$ cat src/hdl/mcst_pkg.sv
`default_nettype none
// ----------------------------------------------------------------------------
// mcst_pkg
// Command and status codes, and the control/status bundles shared by the
// timer table controller and datapath.
// ----------------------------------------------------------------------------
package mcst_pkg;

    // command codes on kind
    localparam logic [2:0] KIND_CREATE  = 3'd0;
    localparam logic [2:0] KIND_START   = 3'd1;
    localparam logic [2:0] KIND_STOP    = 3'd2;
    localparam logic [2:0] KIND_REMOVE  = 3'd3;
    localparam logic [2:0] KIND_QUERY   = 3'd4;
    localparam logic [2:0] KIND_PROCESS = 3'd5;

    // result status codes
    localparam logic [1:0] STAT_OK       = 2'd0;
    localparam logic [1:0] STAT_FULL     = 2'd1;
    localparam logic [1:0] STAT_NOT_USED = 2'd2;

    // controller -> datapath
    typedef struct packed {
        logic load;         // transaction accepted: latch inputs, clear scan
        logic exec_simple;  // start/stop/remove/query, executed at accept
        logic create_step;  // one slot of the free-slot search
        logic proc_step;    // one step of the expiry scan pipeline
        logic flush;        // emit the held fire result as the final one
    } mcst_ctrl_t;

    // datapath -> controller
    typedef struct packed {
        logic free_hit;     // searched slot is free
        logic scan_end;     // searched slot is the last one
        logic pipe_done;    // expiry scan evaluates its last slot this cycle
    } mcst_stat_t;

endpackage
`default_nettype wire

$ cat src/hdl/mcst_ctrl.sv
`default_nettype none
// ----------------------------------------------------------------------------
// mcst_ctrl
// Sequencer for the timer table: dispatches commands and walks the create
// search and the process scan.
// ----------------------------------------------------------------------------
module mcst_ctrl (
    input  wire logic               clk,
    input  wire logic               rst_n,
    input  wire logic               start,
    input  wire logic [2:0]         kind,
    input  wire mcst_pkg::mcst_stat_t stat,
    output mcst_pkg::mcst_ctrl_t    ctrl,
    output logic                    busy
);

    typedef enum logic [3:0] {
        ST_IDLE   = 4'b0001,
        ST_CREATE = 4'b0010,
        ST_PROC   = 4'b0100,
        ST_FLUSH  = 4'b1000
    } state_t;

    state_t state_reg;
    state_t state_next;

    always_ff @(posedge clk or negedge rst_n)
    begin
        if (!rst_n)
        begin
            state_reg <= ST_IDLE;
        end
        else
        begin
            state_reg <= state_next;
        end
    end

    always_comb
    begin
        state_next = state_reg;
        ctrl       = '0;
        busy       = 1'b1;
        unique case (state_reg)
            ST_IDLE:
            begin
                busy = 1'b0;
                if (start)
                begin
                    ctrl.load = 1'b1;
                    if (kind == mcst_pkg::KIND_CREATE)
                    begin
                        state_next = ST_CREATE;
                    end
                    else if (kind == mcst_pkg::KIND_PROCESS)
                    begin
                        state_next = ST_PROC;
                    end
                    else
                    begin
                        ctrl.exec_simple = 1'b1;
                    end
                end
            end
            ST_CREATE:
            begin
                ctrl.create_step = 1'b1;
                if (stat.free_hit || stat.scan_end)
                begin
                    state_next = ST_IDLE;
                end
            end
            ST_PROC:
            begin
                ctrl.proc_step = 1'b1;
                if (stat.pipe_done)
                begin
                    state_next = ST_FLUSH;
                end
            end
            ST_FLUSH:
            begin
                ctrl.flush = 1'b1;
                state_next = ST_IDLE;
            end
            default:
            begin
                state_next = ST_IDLE;
            end
        endcase
    end

endmodule
`default_nettype wire

$ cat src/hdl/mcst_datapath.sv
`default_nettype none
// ----------------------------------------------------------------------------
// mcst_datapath
// Slot flags, start time / period memories, scan counter, expiry compare
// and the result register.
// ----------------------------------------------------------------------------
module mcst_datapath #(
    parameter int NUM_TIMERS = 8,
    parameter int TIME_BITS  = 32
) (
    input  wire logic                 clk,
    input  wire logic                 rst_n,
    input  wire mcst_pkg::mcst_ctrl_t ctrl,
    input  wire logic [2:0]           kind,
    input  wire logic [2:0]           timer_slot,
    input  wire logic [31:0]          period,
    input  wire logic                 once_mode,
    input  wire logic [31:0]          now,
    output mcst_pkg::mcst_stat_t      stat,
    output logic                      strobe,
    output logic [2:0]                slot,
    output logic                      fired,
    output logic                      running,
    output logic [1:0]                status,
    output logic                      last
);

    localparam int IDX_W = (NUM_TIMERS > 1) ? $clog2(NUM_TIMERS) : 1;
    localparam int CNT_W = $clog2(NUM_TIMERS + 1);

    // slot flags
    logic [NUM_TIMERS-1:0] used_reg,    used_next;
    logic [NUM_TIMERS-1:0] started_reg, started_next;
    logic [NUM_TIMERS-1:0] once_reg,    once_next;

    // latched command operands
    logic [TIME_BITS-1:0] period_l_reg, period_l_next;
    logic [TIME_BITS-1:0] now_l_reg,    now_l_next;
    logic                 once_l_reg,   once_l_next;

    // scan counter and evaluate stage
    logic [CNT_W-1:0] cnt_reg,      cnt_next;
    logic             ev_valid_reg, ev_valid_next;
    logic [IDX_W-1:0] ev_idx_reg,   ev_idx_next;

    // held fire result, released when the next one is found or at flush
    logic             pend_valid_reg, pend_valid_next;
    logic [IDX_W-1:0] pend_slot_reg,  pend_slot_next;

    // result register
    logic       strobe_reg,  strobe_next;
    logic [2:0] slot_reg,    slot_next;
    logic       fired_reg,   fired_next;
    logic       running_reg, running_next;
    logic [1:0] status_reg,  status_next;
    logic       last_reg,    last_next;

    // memories: one write port, one registered read port
    logic [TIME_BITS-1:0] start_mem  [NUM_TIMERS];
    logic [TIME_BITS-1:0] period_mem [NUM_TIMERS];
    logic [TIME_BITS-1:0] rd_start_reg;
    logic [TIME_BITS-1:0] rd_period_reg;
    logic                 mem_we;
    logic                 period_we;
    logic [IDX_W-1:0]     wr_addr;
    logic [TIME_BITS-1:0] wr_start;
    logic [IDX_W-1:0]     rd_addr;

    logic [IDX_W-1:0]     sl_idx;
    logic                 sl_valid;
    logic [IDX_W-1:0]     scan_idx;
    logic [TIME_BITS-1:0] now_in;
    logic [TIME_BITS-1:0] elapsed;
    logic                 expire;

    assign sl_idx   = IDX_W'(timer_slot);
    assign sl_valid = (32'(timer_slot) < NUM_TIMERS) && used_reg[sl_idx];
    assign scan_idx = cnt_reg[IDX_W-1:0];
    assign now_in   = TIME_BITS'(now);
    assign elapsed  = now_l_reg - rd_start_reg;
    assign expire   = used_reg[ev_idx_reg] && started_reg[ev_idx_reg]
                      && (elapsed > rd_period_reg);

    assign stat.free_hit  = !used_reg[scan_idx];
    assign stat.scan_end  = (cnt_reg == CNT_W'(NUM_TIMERS - 1));
    assign stat.pipe_done = (cnt_reg == CNT_W'(NUM_TIMERS));

    always_comb
    begin
        used_next       = used_reg;
        started_next    = started_reg;
        once_next       = once_reg;
        period_l_next   = period_l_reg;
        now_l_next      = now_l_reg;
        once_l_next     = once_l_reg;
        cnt_next        = cnt_reg;
        ev_valid_next   = ev_valid_reg;
        ev_idx_next     = ev_idx_reg;
        pend_valid_next = pend_valid_reg;
        pend_slot_next  = pend_slot_reg;
        strobe_next     = 1'b0;
        slot_next       = slot_reg;
        fired_next      = fired_reg;
        running_next    = running_reg;
        status_next     = status_reg;
        last_next       = last_reg;
        mem_we          = 1'b0;
        period_we       = 1'b0;
        wr_addr         = sl_idx;
        wr_start        = now_in;
        rd_addr         = scan_idx;

        if (ctrl.load)
        begin
            period_l_next   = TIME_BITS'(period);
            now_l_next      = now_in;
            once_l_next     = once_mode;
            cnt_next        = '0;
            ev_valid_next   = 1'b0;
            pend_valid_next = 1'b0;
        end

        if (ctrl.exec_simple)
        begin
            slot_next    = timer_slot;
            fired_next   = 1'b0;
            running_next = 1'b0;
            status_next  = sl_valid ? mcst_pkg::STAT_OK : mcst_pkg::STAT_NOT_USED;
            last_next    = 1'b1;
            unique case (kind)
                mcst_pkg::KIND_START:
                begin
                    strobe_next = 1'b1;
                    if (sl_valid)
                    begin
                        mem_we               = 1'b1;
                        started_next[sl_idx] = 1'b1;
                    end
                end
                mcst_pkg::KIND_STOP:
                begin
                    strobe_next = 1'b1;
                    if (sl_valid)
                    begin
                        started_next[sl_idx] = 1'b0;
                    end
                end
                mcst_pkg::KIND_REMOVE:
                begin
                    strobe_next = 1'b1;
                    if (sl_valid)
                    begin
                        used_next[sl_idx]    = 1'b0;
                        started_next[sl_idx] = 1'b0;
                        once_next[sl_idx]    = 1'b0;
                    end
                end
                mcst_pkg::KIND_QUERY:
                begin
                    strobe_next  = 1'b1;
                    running_next = sl_valid && started_reg[sl_idx];
                end
                default:
                begin
                    // undefined kinds: no effect, no result
                end
            endcase
        end

        if (ctrl.create_step)
        begin
            cnt_next     = cnt_reg + 1'b1;
            fired_next   = 1'b0;
            running_next = 1'b0;
            last_next    = 1'b1;
            if (!used_reg[scan_idx])
            begin
                mem_we                 = 1'b1;
                period_we              = 1'b1;
                wr_addr                = scan_idx;
                wr_start               = now_l_reg;
                used_next[scan_idx]    = 1'b1;
                started_next[scan_idx] = 1'b0;
                once_next[scan_idx]    = once_l_reg;
                strobe_next            = 1'b1;
                slot_next              = 3'(scan_idx);
                status_next            = mcst_pkg::STAT_OK;
            end
            else if (stat.scan_end)
            begin
                strobe_next = 1'b1;
                slot_next   = 3'd0;
                status_next = mcst_pkg::STAT_FULL;
            end
        end

        if (ctrl.proc_step)
        begin
            // read stage
            if (cnt_reg < CNT_W'(NUM_TIMERS))
            begin
                cnt_next      = cnt_reg + 1'b1;
                ev_valid_next = 1'b1;
                ev_idx_next   = scan_idx;
            end
            else
            begin
                ev_valid_next = 1'b0;
            end
            // evaluate stage
            if (ev_valid_reg && expire)
            begin
                mem_we   = 1'b1;
                wr_addr  = ev_idx_reg;
                wr_start = now_l_reg;
                if (once_reg[ev_idx_reg])
                begin
                    used_next[ev_idx_reg]    = 1'b0;
                    started_next[ev_idx_reg] = 1'b0;
                    once_next[ev_idx_reg]    = 1'b0;
                end
                if (pend_valid_reg)
                begin
                    strobe_next  = 1'b1;
                    slot_next    = 3'(pend_slot_reg);
                    fired_next   = 1'b1;
                    running_next = 1'b0;
                    status_next  = mcst_pkg::STAT_OK;
                    last_next    = 1'b0;
                end
                pend_valid_next = 1'b1;
                pend_slot_next  = ev_idx_reg;
            end
        end

        if (ctrl.flush)
        begin
            if (pend_valid_reg)
            begin
                strobe_next  = 1'b1;
                slot_next    = 3'(pend_slot_reg);
                fired_next   = 1'b1;
                running_next = 1'b0;
                status_next  = mcst_pkg::STAT_OK;
                last_next    = 1'b1;
            end
            pend_valid_next = 1'b0;
        end
    end

    always_ff @(posedge clk or negedge rst_n)
    begin
        if (!rst_n)
        begin
            used_reg       <= '0;
            started_reg    <= '0;
            once_reg       <= '0;
            cnt_reg        <= '0;
            ev_valid_reg   <= 1'b0;
            pend_valid_reg <= 1'b0;
            strobe_reg     <= 1'b0;
        end
        else
        begin
            used_reg       <= used_next;
            started_reg    <= started_next;
            once_reg       <= once_next;
            cnt_reg        <= cnt_next;
            ev_valid_reg   <= ev_valid_next;
            pend_valid_reg <= pend_valid_next;
            strobe_reg     <= strobe_next;
        end
    end

    always_ff @(posedge clk)
    begin
        period_l_reg  <= period_l_next;
        now_l_reg     <= now_l_next;
        once_l_reg    <= once_l_next;
        ev_idx_reg    <= ev_idx_next;
        pend_slot_reg <= pend_slot_next;
        slot_reg      <= slot_next;
        fired_reg     <= fired_next;
        running_reg   <= running_next;
        status_reg    <= status_next;
        last_reg      <= last_next;
    end

    always_ff @(posedge clk)
    begin
        if (mem_we)
        begin
            start_mem[wr_addr] <= wr_start;
        end
        if (period_we)
        begin
            period_mem[wr_addr] <= period_l_reg;
        end
        rd_start_reg  <= start_mem[rd_addr];
        rd_period_reg <= period_mem[rd_addr];
    end

    assign strobe  = strobe_reg;
    assign slot    = slot_reg;
    assign fired   = fired_reg;
    assign running = running_reg;
    assign status  = status_reg;
    assign last    = last_reg;

    // a running slot is always an allocated slot
    a_started_used: assert property (@(posedge clk) disable iff (!rst_n)
        ((started_reg & ~used_reg) == '0))
        else $error("started flag set on a free slot");

    // evaluate stage only follows a read issued by the scan
    a_ev_from_scan: assert property (@(posedge clk) disable iff (!rst_n)
        ev_valid_reg |-> $past(ctrl.proc_step))
        else $error("evaluate stage valid without a scan read");

    // flush always drains the held fire result
    a_flush_drains: assert property (@(posedge clk) disable iff (!rst_n)
        ctrl.flush |=> !pend_valid_reg)
        else $error("held fire result survived flush");

    // fire results carry ok status and no query answer
    a_fire_fields: assert property (@(posedge clk) disable iff (!rst_n)
        (strobe_reg && fired_reg) |-> (status_reg == mcst_pkg::STAT_OK && !running_reg))
        else $error("fire result with bad status or running bit");

endmodule
`default_nettype wire

$ cat src/hdl/multi_channel_soft_timer.sv
`default_nettype none
// ----------------------------------------------------------------------------
// multi_channel_soft_timer
// Table of software timer slots with create/start/stop/remove/query commands
// and a process tick that reports expired slots.
// ----------------------------------------------------------------------------
// Usage:
//   A command transaction is taken at a rising edge with start high and busy
//   low; kind selects the command, the other input ports are its operands.
//   Each result is presented for exactly one cycle with strobe high; last
//   marks the final result of a command. The receiver cannot stall, so the
//   block never waits on the result side.
// Timing:
//   start, stop, remove, query: executed in the accept cycle, result
//     registered in the next cycle, busy stays low (one command per cycle).
//   create: searches slots one per cycle from slot 0; busy until it finds
//     the first free slot or has searched the last one (table full).
//   process: one slot per cycle through the registered memory read port
//     into the evaluate stage, then a flush step that releases the final
//     fire result; busy throughout. A quiet tick gives no result.
// Reset:
//   Clears all slot flags and the sequencer; the start time and period
//   memories are not cleared and are written by create before use.
// ----------------------------------------------------------------------------
module multi_channel_soft_timer #(
    parameter int NUM_TIMERS = 8,
    parameter int TIME_BITS  = 32
) (
    input  wire logic        clk,
    input  wire logic        rst_n,
    input  wire logic        start,
    output logic             busy,
    input  wire logic [2:0]  kind,
    input  wire logic [2:0]  timer_slot,
    input  wire logic [31:0] period,
    input  wire logic        once_mode,
    input  wire logic [31:0] now,
    output logic             strobe,
    output logic [2:0]       slot,
    output logic             fired,
    output logic             running,
    output logic [1:0]       status,
    output logic             last
);

    mcst_pkg::mcst_ctrl_t ctrl;  // sequencer commands
    mcst_pkg::mcst_stat_t stat;  // search/scan status back to the sequencer

    mcst_ctrl u_ctrl (
        .clk   (clk),
        .rst_n (rst_n),
        .start (start),
        .kind  (kind),
        .stat  (stat),
        .ctrl  (ctrl),
        .busy  (busy)
    );

    mcst_datapath #(
        .NUM_TIMERS (NUM_TIMERS),
        .TIME_BITS  (TIME_BITS)
    ) u_datapath (
        .clk        (clk),
        .rst_n      (rst_n),
        .ctrl       (ctrl),
        .kind       (kind),
        .timer_slot (timer_slot),
        .period     (period),
        .once_mode  (once_mode),
        .now        (now),
        .stat       (stat),
        .strobe     (strobe),
        .slot       (slot),
        .fired      (fired),
        .running    (running),
        .status     (status),
        .last       (last)
    );

endmodule
`default_nettype wire
$ cat config.mk
export PLATFORM = sky130hd
export DESIGN_NAME = multi_channel_soft_timer
export DESIGN_NICKNAME = d
export VERILOG_FILES = /design/src/hdl/mcst_pkg.sv /design/src/hdl/mcst_ctrl.sv /design/src/hdl/mcst_datapath.sv /design/src/hdl/multi_channel_soft_timer.sv
export SDC_FILE = /design/constraint.sdc
export NUM_CORES = 1
export LEC_CHECK = 0
export BUFFER_PORTS_ARGS = -buffer_cell sky130_fd_sc_hd__buf_2
export CORE_MARGIN = 8
export CORE_UTILIZATION = 50
export DETAILED_ROUTE_END_ITERATION = 10
export PLACE_DENSITY = 0.7
export SLEW_MARGIN = 20
export SYNTH_ARGS = -nofsm -noshare
export SYNTH_HDL_FRONTEND = slang
export SYNTH_SLANG_ARGS = --single-unit
$ cat constraint.sdc
create_clock -name clk -period 5.7 [get_ports clk]
set_input_delay 1.71 -clock clk [delete_from_list [all_inputs] [get_ports clk]]
set_output_delay 1.71 -clock clk [all_outputs]
set_load 0.02 [all_outputs]
# [After elaboration in Yosys (flattened, before gate mapping)]
# Memory sizes are Yosys's and may differ from the RTL's. A register that Yosys moved wholly into a read port is not among the register bits.
# Index checks and enable logic that the tools add are counted.
[totals] register_bits=114 ramBits=512 elab_cells=214 mem_count=2
[memory_table] name="u_datapath.period_mem" words=8 width=32 rd=1 rd_clocked_by_memory_dff=1 write_ports=1 line="mcst_datapath.sv:60" rtl="logic [TIME_BITS-1:0] period_mem [NUM_TIMERS];"
[memory_table] name="u_datapath.start_mem" words=8 width=32 rd=1 rd_clocked_by_memory_dff=1 write_ports=1 line="mcst_datapath.sv:59" rtl="logic [TIME_BITS-1:0] start_mem [NUM_TIMERS];"
[op_classes] addsub=2 magnitude_cmp=8 eq_ne=15 n_mux=141 bitwise_logic=12 reduce_logical=16
[ops] cell="2-to-1 mux 8 bit" n=24
[ops] cell="2-to-1 mux 32 bit" n=4
[ops] cell="2-to-1 mux 1 bit" n=67
[ops] cell="bitwise AND 8 bit" n=7
[ops] cell="2-to-1 mux 3 bit" n=13
[ops] cell="2-to-1 mux 4 bit" n=9
[ops] cell="greater-than comparator 32 bit" n=1
[ops] cell="subtractor 32 bit" n=1
[ops] cell="2-to-1 mux 2 bit" n=12
[ops] cell="NOT 8 bit" n=3
[ops] cell="binary-select mux 1 bit (select 3 bit)" n=6
[ops] cell="bitwise OR 8 bit" n=2
[ops] cell="one-hot mux 8 bit (2 select lines)" n=1
[ops] cell="< comparator 3 x 4 -> 1 bit, second input constant" n=3
[ops] cell="one-hot mux 4 bit (3 select lines)" n=1
[ops] cell="demux 1 bit (select 3 bit)" n=3
[ops] cell=">= comparator 3 x 1 -> 1 bit, second input constant" n=3
[ops] cell="bitwise mux 8 bit" n=1
[ops] cell="equality test 4 x 3 -> 1 bit, second input constant" n=2
[ops] cell="equality test 4 bit, second input constant" n=2
[ops] cell="logical AND 1 bit" n=7
[ops] cell="equality test 3 x 2 -> 1 bit, second input constant" n=2
[ops] cell="equality test 3 bit, second input constant" n=2
[ops] cell="adder 4 x 1 -> 4 bit, second input constant" n=1
[ops] cell="15 further kinds" n=17

# [Depth between registers and ports, before layout]
# Gate-level depths: netlist (run 1).
[depth] word_depth=16 depth_mapped=24

# [Modules after synthesis]
# From an unflattened synthesis (run 1), not the netlist that was laid out.
[unflattened] cells_unflattened=1800 hier_area_um2=27586.5
[by_module_without_submodules] module="mcst_datapath" instances=1 cells_per_inst=1775 area_per_inst_um2=27345.0 seq_area_each_um2=19723.9
[by_module_without_submodules] module="mcst_ctrl" instances=1 cells_per_inst=25 area_per_inst_um2=241.5 seq_area_each_um2=101.3

# [Worst setup path before layout (run 1)]
# OpenSTA, ideal clock, no wires.
[synth_path] kind="input to register" startpoint="input timer_slot[2]" endpoint="memory u_datapath.start_mem[7][0] (enable)" arrival_time_ns=5.670 required_ns=5.234 setup_slack_ns=-0.436 stages=9 n_path_buf=2 path_cell_list="clkbuf_1 > nor3_1 > a311oi_1 > o221ai_1 > or3_1 > clkbuf_1 > o21ai_0 > inv_1 > o21ai_0"
[synth_between] elab_chain_cells=11 word_cells_on_any_way=15 classes_between="mux (15)"
[synth_rtl] item="from (decl)" line="multi_channel_soft_timer.sv:34" rtl="input wire logic [2:0] timer_slot,"
[synth_rtl] item="binary-select mux 1 bit (select 3 bit)" line="mcst_datapath.sv:77" rtl="assign sl_valid = (32'(timer_slot) < NUM_TIMERS) && used_reg[sl_idx];"
[synth_rtl] item="2-to-1 mux 1 bit (implied by the code)" line="mcst_datapath.sv:77"
[synth_rtl] item="2-to-1 mux 1 bit" line="mcst_datapath.sv:134" rtl="if (sl_valid)"
[synth_rtl] item="2-to-1 mux 1 bit" line="mcst_datapath.sv:130" rtl="unique case (kind)"
[synth_rtl] item="2-to-1 mux 1 bit" line="mcst_datapath.sv:123" rtl="if (ctrl.exec_simple)"
[synth_rtl] item="2-to-1 mux 1 bit" line="mcst_datapath.sv:176" rtl="if (!used_reg[scan_idx])"
[synth_rtl] item="2-to-1 mux 1 bit" line="mcst_datapath.sv:170" rtl="if (ctrl.create_step)"
[synth_rtl] item="2-to-1 mux 1 bit" line="mcst_datapath.sv:211" rtl="if (ev_valid_reg && expire)"
[synth_rtl] item="2-to-1 mux 1 bit" line="mcst_datapath.sv:197" rtl="if (ctrl.proc_step)"
[synth_rtl] item="2-to-1 mux 1 bit" line="mcst_datapath.sv:291" rtl="if (mem_we)"
[synth_rtl] item="2-to-1 mux 1 bit (implied by the code)" line="mcst_datapath.sv:293" rtl="start_mem[wr_addr] <= wr_start;"
[synth_rtl] item="to (decl)" line="mcst_datapath.sv:59"
# Several ways; a longest one is shown, not always the timed one. The select of a mux whose other input is x is not followed.

# [Worst setup path after layout (run 1)]
[layout_path] startpoint="register u_datapath.now_l_reg[1]" endpoint="memory u_datapath.start_mem[5][31] (data pin)"
[layout_between] elab_chain_cells=6
[layout_rtl] item="from (decl)" line="mcst_datapath.sv:38" rtl="logic [TIME_BITS-1:0] now_l_reg, now_l_next;"
[layout_rtl] item="from (signal assigned)" line="mcst_datapath.sv:278" rtl="now_l_reg <= now_l_next;"
[layout_rtl] item="subtractor 32 bit" line="mcst_datapath.sv:80" rtl="assign elapsed = now_l_reg - rd_start_reg;"
[layout_rtl] item="greater-than comparator 32 bit" line="mcst_datapath.sv:82" rtl="&& (elapsed > rd_period_reg);"
[layout_rtl] item="logical AND 1 bit" line="mcst_datapath.sv:82"
[layout_rtl] item="logical AND 1 bit" line="mcst_datapath.sv:211"
[layout_rtl] item="2-to-1 mux 32 bit" line="mcst_datapath.sv:211"
[layout_rtl] item="2-to-1 mux 32 bit" line="mcst_datapath.sv:197"
[layout_rtl] item="named net u_datapath.wr_start[31]" line="mcst_datapath.sv:66" rtl="logic [TIME_BITS-1:0] wr_start;"
# The timed path passes the listed nets, and every way through them passes these cells.

==> results of run 1 <==
-- cell usage after synthesis (all sizes together), types with 8 or more instances --
cell	count	area share, %
nand4	8	0.17
clkbuf	71	0.92
o21ai	116	2.0
and3	14	0.30
nor3	9	0.16
nand2	193	2.5
inv	89	1.2
buf	29	0.54
nor2b	10	0.22
a21o	26	0.68
nand3	36	0.62
a211oi	8	0.21
nand2b	9	0.20
dfxtp	72	5.0
a21oi	122	2.1
xor2	12	0.36
mux2i	197	6.8
nor2	111	1.4
xnor2	14	0.43
or2	8	0.17
a31oi	14	0.30
ha	65	2.8
o221ai	66	2.0
dfrtp	34	2.9
o21a	8	0.21
edfxtp	583	61
mux2	38	1.9
-- cell type report --
| cell class | count | area [µm²] | share of cell area [%] |
|---|---|---|---|
| tap | 765 | 957.2 | 2.928 |
| sequential | 690 | 19840 | 60.68 |
| clock buffer | 91 | 1922 | 5.879 |
| inverter | 90 | 339.1 | 1.037 |
| clock inverter | 41 | 437.9 | 1.340 |
| timing repair buffer | 115 | 793.3 | 2.427 |
| multi-input combinational | 1181 | 8404 | 25.71 |
-- metal layers --
layer	track usage, %	up-vias	share of wire, %
met5	0	-	0
met4	6.731	0	2.3
met3	3.162	102	5.5
met2	34.56	562	49
met1	27.21	8796	43
li1	-	7945	-
-- kinds of logic after synthesis --
family / after synthesis / synth area share [%]
DFF: 690 / 68.74
and+or+nand+nor: 436 / 6.859
xor gates and xnor gates: 26 / 0.7896
AOI/OAI and AO/OA: 415 / 9.145
adders and majority gates: 66 / 2.889
buffers and inverters: 190 / 2.633
muxes: 238 / 8.945
-- tightest hold or removal path, cell delays in order (launching register included) --
cell	delay [ns]
sky130_fd_sc_hd__dfxtp_1	0.31
sky130_fd_sc_hd__nand3_1	0.06
sky130_fd_sc_hd__nand2_1	0.05
-- power groups by stage --
| stage | registers (mW) | clock network [mW] | logic (mW) |
|---|---|---|---|
| floorplan | 6.33 | 0 | 3.58 |
| global placement | 6.55 | 0 | 4.85 |
| detailed placement | 6.57 | 0 | 4.94 |
| CTS | 6.47 | 4.75 | 4.98 |
| global route | 6.51 | 4.95 | 5.53 |
| finish | 6.47 | 4.67 | 5.01 |
-- per-stage QoR --
step	total power, mW	setup TNS, ns	setup WS, ns
2_1_floorplan	9.915	-39.60	-0.4361
3_3_place_gp	11.39	0	0.2379
3_5_place_dp	11.50	0	0.1126
4_1_cts	16.20	0	0.09319
5_1_grt	16.99	0	0.02254
6_report	16.15	0	0.4211
-- worst paths after layout --
check	startpoint	end	depth (start not counted)
max	u_datapath.now_l_reg[1]	u_datapath.start_mem[5][31]	18
min in group asynchronous	rst_n	u_datapath.strobe	1
max reg2reg	u_datapath.now_l_reg[1]	u_datapath.start_mem[5][31]	18
min	u_datapath.fired	u_datapath.fired	2
max in group asynchronous	rst_n	u_datapath.cnt_reg[2]	1
min reg2reg	u_datapath.fired	u_datapath.fired	2
==> results_tabular.tex, run 1 <==
\begin{tabular}{lr}
\hline
Metric & Value \\
\hline
\multicolumn{2}{l}{\textbf{Global route}} \\
\quad Largest net degree at the start of global routing & 65 \\
\quad Global-route wire length before repair & 105800 µm \\
\quad Via count of the first global-routing pass & between 15000 and 20000 \\
\quad Antenna violations before repair & 1 \\
\quad Overflow left after global routing & 0 \\
\quad Aggregate global-route resource usage & 20.54\% \\
\multicolumn{2}{l}{\textbf{Setup path}} \\
\quad Critical path fanouts, max & 32 \\
\quad Startpoint-to-endpoint class of the critical path & flip-flop to flip-flop \\
\quad Worst EP arrival & 5.62 ns \\
\quad Cell at the slowest stage of the critical path & sky130\_fd\_sc\_hd\_\_mux2\_2 \\
\quad Critical Path Max Stage Delay & 0.46 ns \\
\quad Worst R2R Setup Slack & between 0.4 and 0.5 ns \\
\quad Worst path top cell family by delay & compound AO/OA/AOI/OAI gates \\
\quad Kind of end point of the critical path & flip-flop \\
\quad CP Launch Type & flip-flop \\
\quad Buffer and inverter count on the worst path & 1 \\
\quad Worst endpoint required time & just over 6 ns \\
\quad Series of cell instances along the critical path & ha\_1 -> nor2b\_1 -> o31ai\_1 -> a211oi\_1 -> nor3\_1 -> nor2\_1 -> a31oi\_1 -> a31oi\_1 -> xnor2\_1 -> ha\_1 -> and4\_1 -> nand3\_1 -> nor4\_4 -> o31a\_1 -> o21a\_1 -> or2\_2 -> buf\_12 -> mux2\_2 \\
\multicolumn{2}{l}{\textbf{Layout}} \\
\quad Non-filler instance count after layout & a little under 3000 \\
\quad Layout cells sized above 1 & 13.86\% \\
\quad Post-Layout Inst Area & 32690 µm² \\
\quad Post-layout nets & 2289 \\
\quad Commonest non-fill, non-tap cell in the layout & sky130\_fd\_sc\_hd\_\_edfxtp\_1 \\
\quad Top Registers & u\_datapath.period\_mem (256), u\_datapath.start\_mem (256) \\
\quad Antenna diodes & 0 \\
\quad Commonest non-fill, non-tap cells in the layout & sky130\_fd\_sc\_hd\_\_edfxtp\_1 (583), sky130\_fd\_sc\_hd\_\_mux2i\_1 (197), sky130\_fd\_sc\_hd\_\_nand2\_1 (193), sky130\_fd\_sc\_hd\_\_a21oi\_1 (115), sky130\_fd\_sc\_hd\_\_nor2\_1 (111) \\
\quad Number of fill cells & 4488 \\
\quad Layout Area Growth over Synthesis & 13.34\% \\
\quad Final core utilization & 56.99\% \\
\multicolumn{2}{l}{\textbf{Clock tree}} \\
\quad Buffers inserted by post-CTS timing repair & 0 \\
\quad Number of instances resized during post-cts repair & 0 \\
\quad Clock transition time at the flip-flop clock pins of the worst setup and hold paths & 0.07 ns \\
\quad CTS H-tree depth & 3 \\
\quad Clk\_lat worst skew & about 0.62 ns \\
\quad Maximum buffer depth of the clock tree & 3 \\
\quad Inserted Clock Buffers & 71 \\
\quad Clock sinks & 690 \\
\quad CTS tree & done \\
\quad Hold Buf Count CTS & 0 \\
\quad CTS root buf & sky130\_fd\_sc\_hd\_\_clkbuf\_16 \\
\multicolumn{2}{l}{\textbf{Power and ir drop}} \\
\quad Seq pwr share & 40.1\% \\
\quad Relative contribution of the clock network to total power & between 20 and 30\% \\
\quad Worst VDD drop & 0.3487 mV \\
\quad Logic gate share of total power & 31.0\% \\
\quad Internal & roughly 11 mW \\
\quad Power dissipated by switching net loads & 5.468 mW \\
\quad Sw Ratio & 33.86\% \\
\quad Leakage power & roughly 12 nW \\
\quad Power Dens Cells & between 400 and 500 nW/µm² \\
\multicolumn{2}{l}{\textbf{Die}} \\
\quad Die extent in x & 256.2 µm \\
\quad Initial core utilization & 50.28\% \\
\quad Core outline area & 57370 µm² \\
\quad Number of core rows & 88 \\
\quad Chip Height & 256.2 µm \\
\quad Die ar. & 65620 µm² \\
\quad I/O pin count & 84 \\
\multicolumn{2}{l}{\textbf{STA}} \\
\quad Achievable Freq & between 150 and 200 MHz \\
\quad Relative slew slack & between 20\% and 30\% \\
\quad Final period demand of the worst path & 5.279 ns \\
\quad Setup repair after global routing missed its margin & false \\
\quad Hold Violations, Final & 0 \\
\quad Ratio of final minimum period to clock period & 92.61\% \\
\quad Number of slew-limit violations in the final report & 0 \\
\quad Clk\_skew & 0.02823 ns \\
\quad Transition time at the pin with the least slew margin & 1.083 ns \\
\quad Final setup violating endpoints & 0 \\
\quad Worst hold slack & 0.4647 ns \\
\multicolumn{2}{l}{\textbf{Placed design}} \\
\quad Count of port buffers added during placement & 83 \\
\quad Cell count after placement & 2841 \\
\quad Post-Place Cell Area & 30310 µm² \\
\quad RD Place Congestion & 0.8801 \\
\quad Detailed-placement wirelength estimate & 40350 µm \\
\multicolumn{2}{l}{\textbf{Logic synthesis}} \\
\quad Number of flip-flops and latches in the synthesized netlist & slightly below 700 \\
\quad Async set-or-reset flop fraction in the synthesized netlist & 5.072\% \\
\quad Post-synthesis instance area & 28840 µm² \\
\quad Yosys warning total & 0 \\
\quad Post-Synthesis Mean Instance Area & around 14 µm² \\
\quad Sequential-to-total area share from yosys stat & between 60 and 70\% \\
\quad Main flop type after synthesis & sky130\_fd\_sc\_hd\_\_edfxtp\_1 \\
\quad Number of enable-type register cells in the synthesized netlist & between 500 and 600 \\
\quad Number of unique standard cell types used by synthesis & 76 \\
\quad Synthesized netlist cell count & 2061 \\
\quad Post-synthesis net count & 2201 \\
\multicolumn{2}{l}{\textbf{Run}} \\
\quad Count of maximum capacitance violations & 0 \\
\multicolumn{2}{l}{\textbf{Drt}} \\
\quad Per-cell routed wire length & 23.15 µm \\
\quad Detailed-route vias per instance & around 5.9 \\
\quad Via count of the routed design & 17410 \\
\quad First-pass iteration count of the detailed router & 6 \\
\quad Antenna-violating nets left & 0 \\
\quad DR iter-0 viols & 1775 \\
\quad DRC violation count after routing & 0 \\
\quad Drt total wl & 68830 µm \\
\multicolumn{2}{l}{\textbf{Hold path}} \\
\quad Classification of the worst-slack hold path & flip-flop to flip-flop \\
\multicolumn{2}{l}{\textbf{Run status}} \\
\quad Result of the run & completed \\
\hline
\end{tabular}
No activity file was read; power rests on OpenSTA's default activity.
==> run 2: changes to the inputs <==
--- a/config.mk
+++ b/config.mk
@@ -6,10 +6,12 @@
 export NUM_CORES = 1
 export LEC_CHECK = 0
 export BUFFER_PORTS_ARGS = -buffer_cell sky130_fd_sc_hd__buf_2
+export CELL_PAD_IN_SITES_DETAIL_PLACEMENT = 2
+export CELL_PAD_IN_SITES_GLOBAL_PLACEMENT = 2
 export CORE_MARGIN = 8
-export CORE_UTILIZATION = 50
+export CORE_UTILIZATION = 41
 export DETAILED_ROUTE_END_ITERATION = 10
-export PLACE_DENSITY = 0.7
+export PLACE_DENSITY = 0.77
 export SLEW_MARGIN = 20
 export SYNTH_ARGS = -nofsm -noshare
 export SYNTH_HDL_FRONTEND = slang
==> run 2 against run 1 <==
Design area rose by 1.4%. Die area rose by 21%. Utilization decreased by 9.5 points. Clock power rose by 4.9%. Sequential share of layout area shrank 0.82 points.
==> results_tabular.tex, run 2 (same netlist as run 1, synthesis figures left out) <==
\begin{tabular}{lr}
\hline
Metric & Value \\
\hline
\multicolumn{2}{l}{\textbf{Run status}} \\
\quad Result of the run & completed (unchanged) \\
\multicolumn{2}{l}{\textbf{STA}} \\
\quad Total negative slack for setup checks & 0 ns (unchanged) \\
\quad Hold Violations, Final & 0 (unchanged) \\
\quad Worst hold slack & 0.4606 ns (was 0.4647 ns) \\
\quad Transition time at the pin with the least slew margin & 1.016 ns (was 1.083 ns) \\
\quad Ratio of final minimum period to clock period & 96.04\% (was 92.61\%) \\
\quad Worst path setup slack after routing & 0.2258 ns (was 0.4211 ns) \\
\quad Achievable Freq & 182.7 MHz (was 189.4 MHz) \\
\quad Number of slew-limit violations in the final report & 0 (unchanged) \\
\quad Setup repair after global routing missed its margin & false (unchanged) \\
\quad Final setup violating endpoints & 0 (unchanged) \\
\quad Clk\_skew & 0.02782 ns (was 0.02823 ns) \\
\quad Relative slew slack & 32.26\% (was 27.80\%) \\
\quad Final period demand of the worst path & 5.474 ns (was 5.279 ns) \\
\multicolumn{2}{l}{\textbf{Power and ir drop}} \\
\quad Relative contribution of the clock network to total power & 29.0\% (was 28.9\%) \\
\quad Internal & 10.89 mW (was 10.68 mW) \\
\quad Seq pwr share & 38.5\% (was 40.1\%) \\
\quad Logic gate share of total power & 32.5\% (was 31.0\%) \\
\quad Worst VDD drop & 0.3260 mV (was 0.3487 mV) \\
\quad Power Dens Cells & 510.8 nW/µm² (was 494.0 nW/µm²) \\
\quad PnR Total Power & 16.93 mW (was 16.15 mW) \\
\quad Sw Ratio & 35.69\% (was 33.86\%) \\
\quad Leakage power & 11.82 nW (was 11.71 nW) \\
\quad Power dissipated by switching net loads & 6.041 mW (was 5.468 mW) \\
\multicolumn{2}{l}{\textbf{Setup path}} \\
\quad Worst EP arrival & 5.77 ns (was 5.62 ns) \\
\quad Startpoint-to-endpoint class of the critical path & flip-flop to flip-flop (unchanged) \\
\quad Worst endpoint required time & 5.99 ns (was 6.04 ns) \\
\quad Kind of end point of the critical path & flip-flop (unchanged) \\
\quad Register-to-Register Path Depth & 22 (was 18) \\
\quad Series of cell instances along the critical path & inv\_1 -> ha\_1 -> inv\_1 -> fa\_1 -> a21o\_1 -> nand4\_1 -> a21bo\_2 -> o211ai\_1 -> a21oi\_2 -> nor2\_1 -> a2111oi\_0 -> nor2\_1 -> ha\_1 -> and4\_1 -> nand3\_1 -> nor4\_2 -> o31a\_1 -> o21a\_1 -> buf\_4 -> nand3\_1 -> a21oi\_4 -> buf\_12 (was ha\_1 -> nor2b\_1 -> o31ai\_1 -> a211oi\_1 -> nor3\_1 -> nor2\_1 -> a31oi\_1 -> a31oi\_1 -> xnor2\_1 -> ha\_1 -> and4\_1 -> nand3\_1 -> nor4\_4 -> o31a\_1 -> o21a\_1 -> or2\_2 -> buf\_12 -> mux2\_2) \\
\quad Critical path fanouts, max & 32 (unchanged) \\
\quad CP Launch Type & flip-flop (unchanged) \\
\quad Cell at the slowest stage of the critical path & sky130\_fd\_sc\_hd\_\_a2111oi\_0 (was sky130\_fd\_sc\_hd\_\_mux2\_2) \\
\quad Critical Path Max Stage Delay & 0.46 ns (about the same) \\
\multicolumn{2}{l}{\textbf{Run}} \\
\quad Count of maximum capacitance violations & 0 (unchanged) \\
\multicolumn{2}{l}{\textbf{Layout}} \\
\quad Commonest non-fill, non-tap cells in the layout & sky130\_fd\_sc\_hd\_\_edfxtp\_1 (583), sky130\_fd\_sc\_hd\_\_mux2i\_1 (197), sky130\_fd\_sc\_hd\_\_nand2\_1 (193), sky130\_fd\_sc\_hd\_\_a21oi\_1 (115), sky130\_fd\_sc\_hd\_\_nor2\_1 (111) (unchanged) \\
\quad Post-layout nets & 2302 (was 2289) \\
\quad Layout cells sized above 1 & 14.43\% (was 13.86\%) \\
\quad Commonest non-fill, non-tap cell in the layout & sky130\_fd\_sc\_hd\_\_edfxtp\_1 (unchanged) \\
\quad Antenna diodes & 0 (unchanged) \\
\quad Top Registers & u\_datapath.period\_mem (256), u\_datapath.start\_mem (256) (unchanged) \\
\quad Layout Area Growth over Synthesis & 14.89\% (was 13.34\%) \\
\quad Post-Layout Inst Area & 33140 µm² (was 32690 µm²) \\
\multicolumn{2}{l}{\textbf{Placed design}} \\
\quad Worst setup slack before clock tree synthesis & 0.02585 ns (was 0.1126 ns) \\
\quad Post-Place Cell Area & 30610 µm² (was 30310 µm²) \\
\quad Count of port buffers added during placement & 83 (unchanged) \\
\quad Detailed-placement wirelength estimate & 53800 µm (was 40350 µm) \\
\quad RD Place Congestion & 0.8044 (was 0.8801) \\
\multicolumn{2}{l}{\textbf{Drt}} \\
\quad Per-cell routed wire length & 28.39 µm (was 23.15 µm) \\
\quad DRC violation count after routing & 0 (unchanged) \\
\quad Drt total wl & 89860 µm (was 68830 µm) \\
\quad Antenna-violating nets left & 0 (unchanged) \\
\quad DR iter-0 viols & 1156 (was 1775) \\
\quad Via count of the routed design & 18190 (was 17410) \\
\quad First-pass iteration count of the detailed router & 5 (was 6) \\
\quad Detailed-route vias per instance & 5.747 (was 5.854) \\
\multicolumn{2}{l}{\textbf{Clock tree}} \\
\quad Clock transition time at the flip-flop clock pins of the worst setup and hold paths & 0.06 ns (was 0.07 ns) \\
\quad CTS root buf & sky130\_fd\_sc\_hd\_\_clkbuf\_16 (unchanged) \\
\quad Clk\_lat worst skew & 0.62 ns (about the same) \\
\quad CTS H-tree depth & 3 (unchanged) \\
\quad CTS tree & done (unchanged) \\
\quad Maximum buffer depth of the clock tree & 3 (unchanged) \\
\quad Hold Buf Count CTS & 0 (unchanged) \\
\quad Inserted Clock Buffers & 76 (was 71) \\
\quad Clock sinks & 690 (unchanged) \\
\multicolumn{2}{l}{\textbf{Die}} \\
\quad Number of core rows & 97 (was 88) \\
\quad I/O pin count & 84 (unchanged) \\
\quad Initial core utilization & 41.33\% (was 50.28\%) \\
\quad Core outline area & 69790 µm² (was 57370 µm²) \\
\quad Die extent in x & 281.2 µm (was 256.2 µm) \\
\quad Chip Height & 281.2 µm (was 256.2 µm) \\
\quad Die ar. & 79090 µm² (was 65620 µm²) \\
\multicolumn{2}{l}{\textbf{Global route}} \\
\quad Antenna violations before repair & 0 (was 1) \\
\quad Global-route wire length before repair & 134600 µm (was 105800 µm) \\
\quad Via count of the first global-routing pass & 20670 (was 17610) \\
\quad Aggregate global-route resource usage & 22.57\% (was 20.54\%) \\
\quad Largest net degree at the start of global routing & 116 (was 65) \\
\quad Overflow left after global routing & 0 (unchanged) \\
\multicolumn{2}{l}{\textbf{Hold path}} \\
\quad Number of cells on the worst hold path & 2 (unchanged) \\
\quad Classification of the worst-slack hold path & flip-flop to flip-flop (unchanged) \\
\hline
\end{tabular}
[run 2: cell type report]
| class | count | area [µm²] |
|---|---|---|
| sequential | 690 | 19840 |
| timing repair buffer | 123 | 890.9 |
| clock inverter | 41 | 321.6 |
| tap | 940 | 1176 |
| fill | 6586 | 36650 |
| multi-input combinational | 1181 | 8402 |
| inverter | 90 | 339.1 |
| clock buffer | 100 | 2170 |
[run 2: critical path, delay by kind of cell, from the launching register on]
| family | cells | cell delay [ns] |
|---|---|---|
| AO/OA/AOI/OAI | 8 | 1.95 |
| AND/OR/NAND/NOR | 7 | 1.20 |
| adder cells (fa/ha/maj) | 3 | 0.92 |
| buffers and inverters | 4 | 0.66 |
| flip-flops | 1 | 0.41 |
[run 2: power groups by stage]
stage                     sequential [mW]  combinational, mW  clock (mW)
after floorplan                      6.33               3.58           0
after global placement               6.54               5.06           0
after detailed placement             6.60               5.36           0
after CTS                            6.51               5.51        5.01
after global routing                 6.55               5.97        5.17
final                                6.51               5.51        4.90
[run 2: per-layer routing]
layer	vias to the layer above	track usage, %	part of all wire (%)
met5	-	0	0
met4	0	7.306	2.9
met3	147	2.980	3.7
met2	417	41.34	53
met1	9648	27.30	41
li1	7976	-	-
[run 2: what timing repair did]
item,CTS,global route
gates cloned,0,0
gates resized for setup,1,3
endpoints found under the hold margin,0,0
endpoints found under the setup margin,43,355
pin swaps,0,1
setup buffers,0,2
[run 2: stage by stage]
stage / std cells / util, %
2_1_floorplan: 2061 / -
3_3_place_gp: 3022 / 43.87
3_5_place_dp: 3022 / 43.87
4_1_cts: 3163 / 47.44
5_1_grt: 3165 / 47.48
6_report: 3165 / 47.48
[run 2: path summary, 6_finish.rpt]
kind | startpoint | slack [ns] | end
max | u_datapath.now_l_reg[0] | 0.23 | u_datapath.period_mem[7][29]
min | u_datapath.fired | 0.46 | u_datapath.fired
max reg2reg | u_datapath.now_l_reg[0] | 0.23 | u_datapath.period_mem[7][29]
min reg2reg | u_datapath.fired | 0.46 | u_datapath.fired
max in group asynchronous | rst_n | 3.83 | u_datapath.cnt_reg[0]
min in group asynchronous | rst_n | 1.22 | u_datapath.used_reg[3]
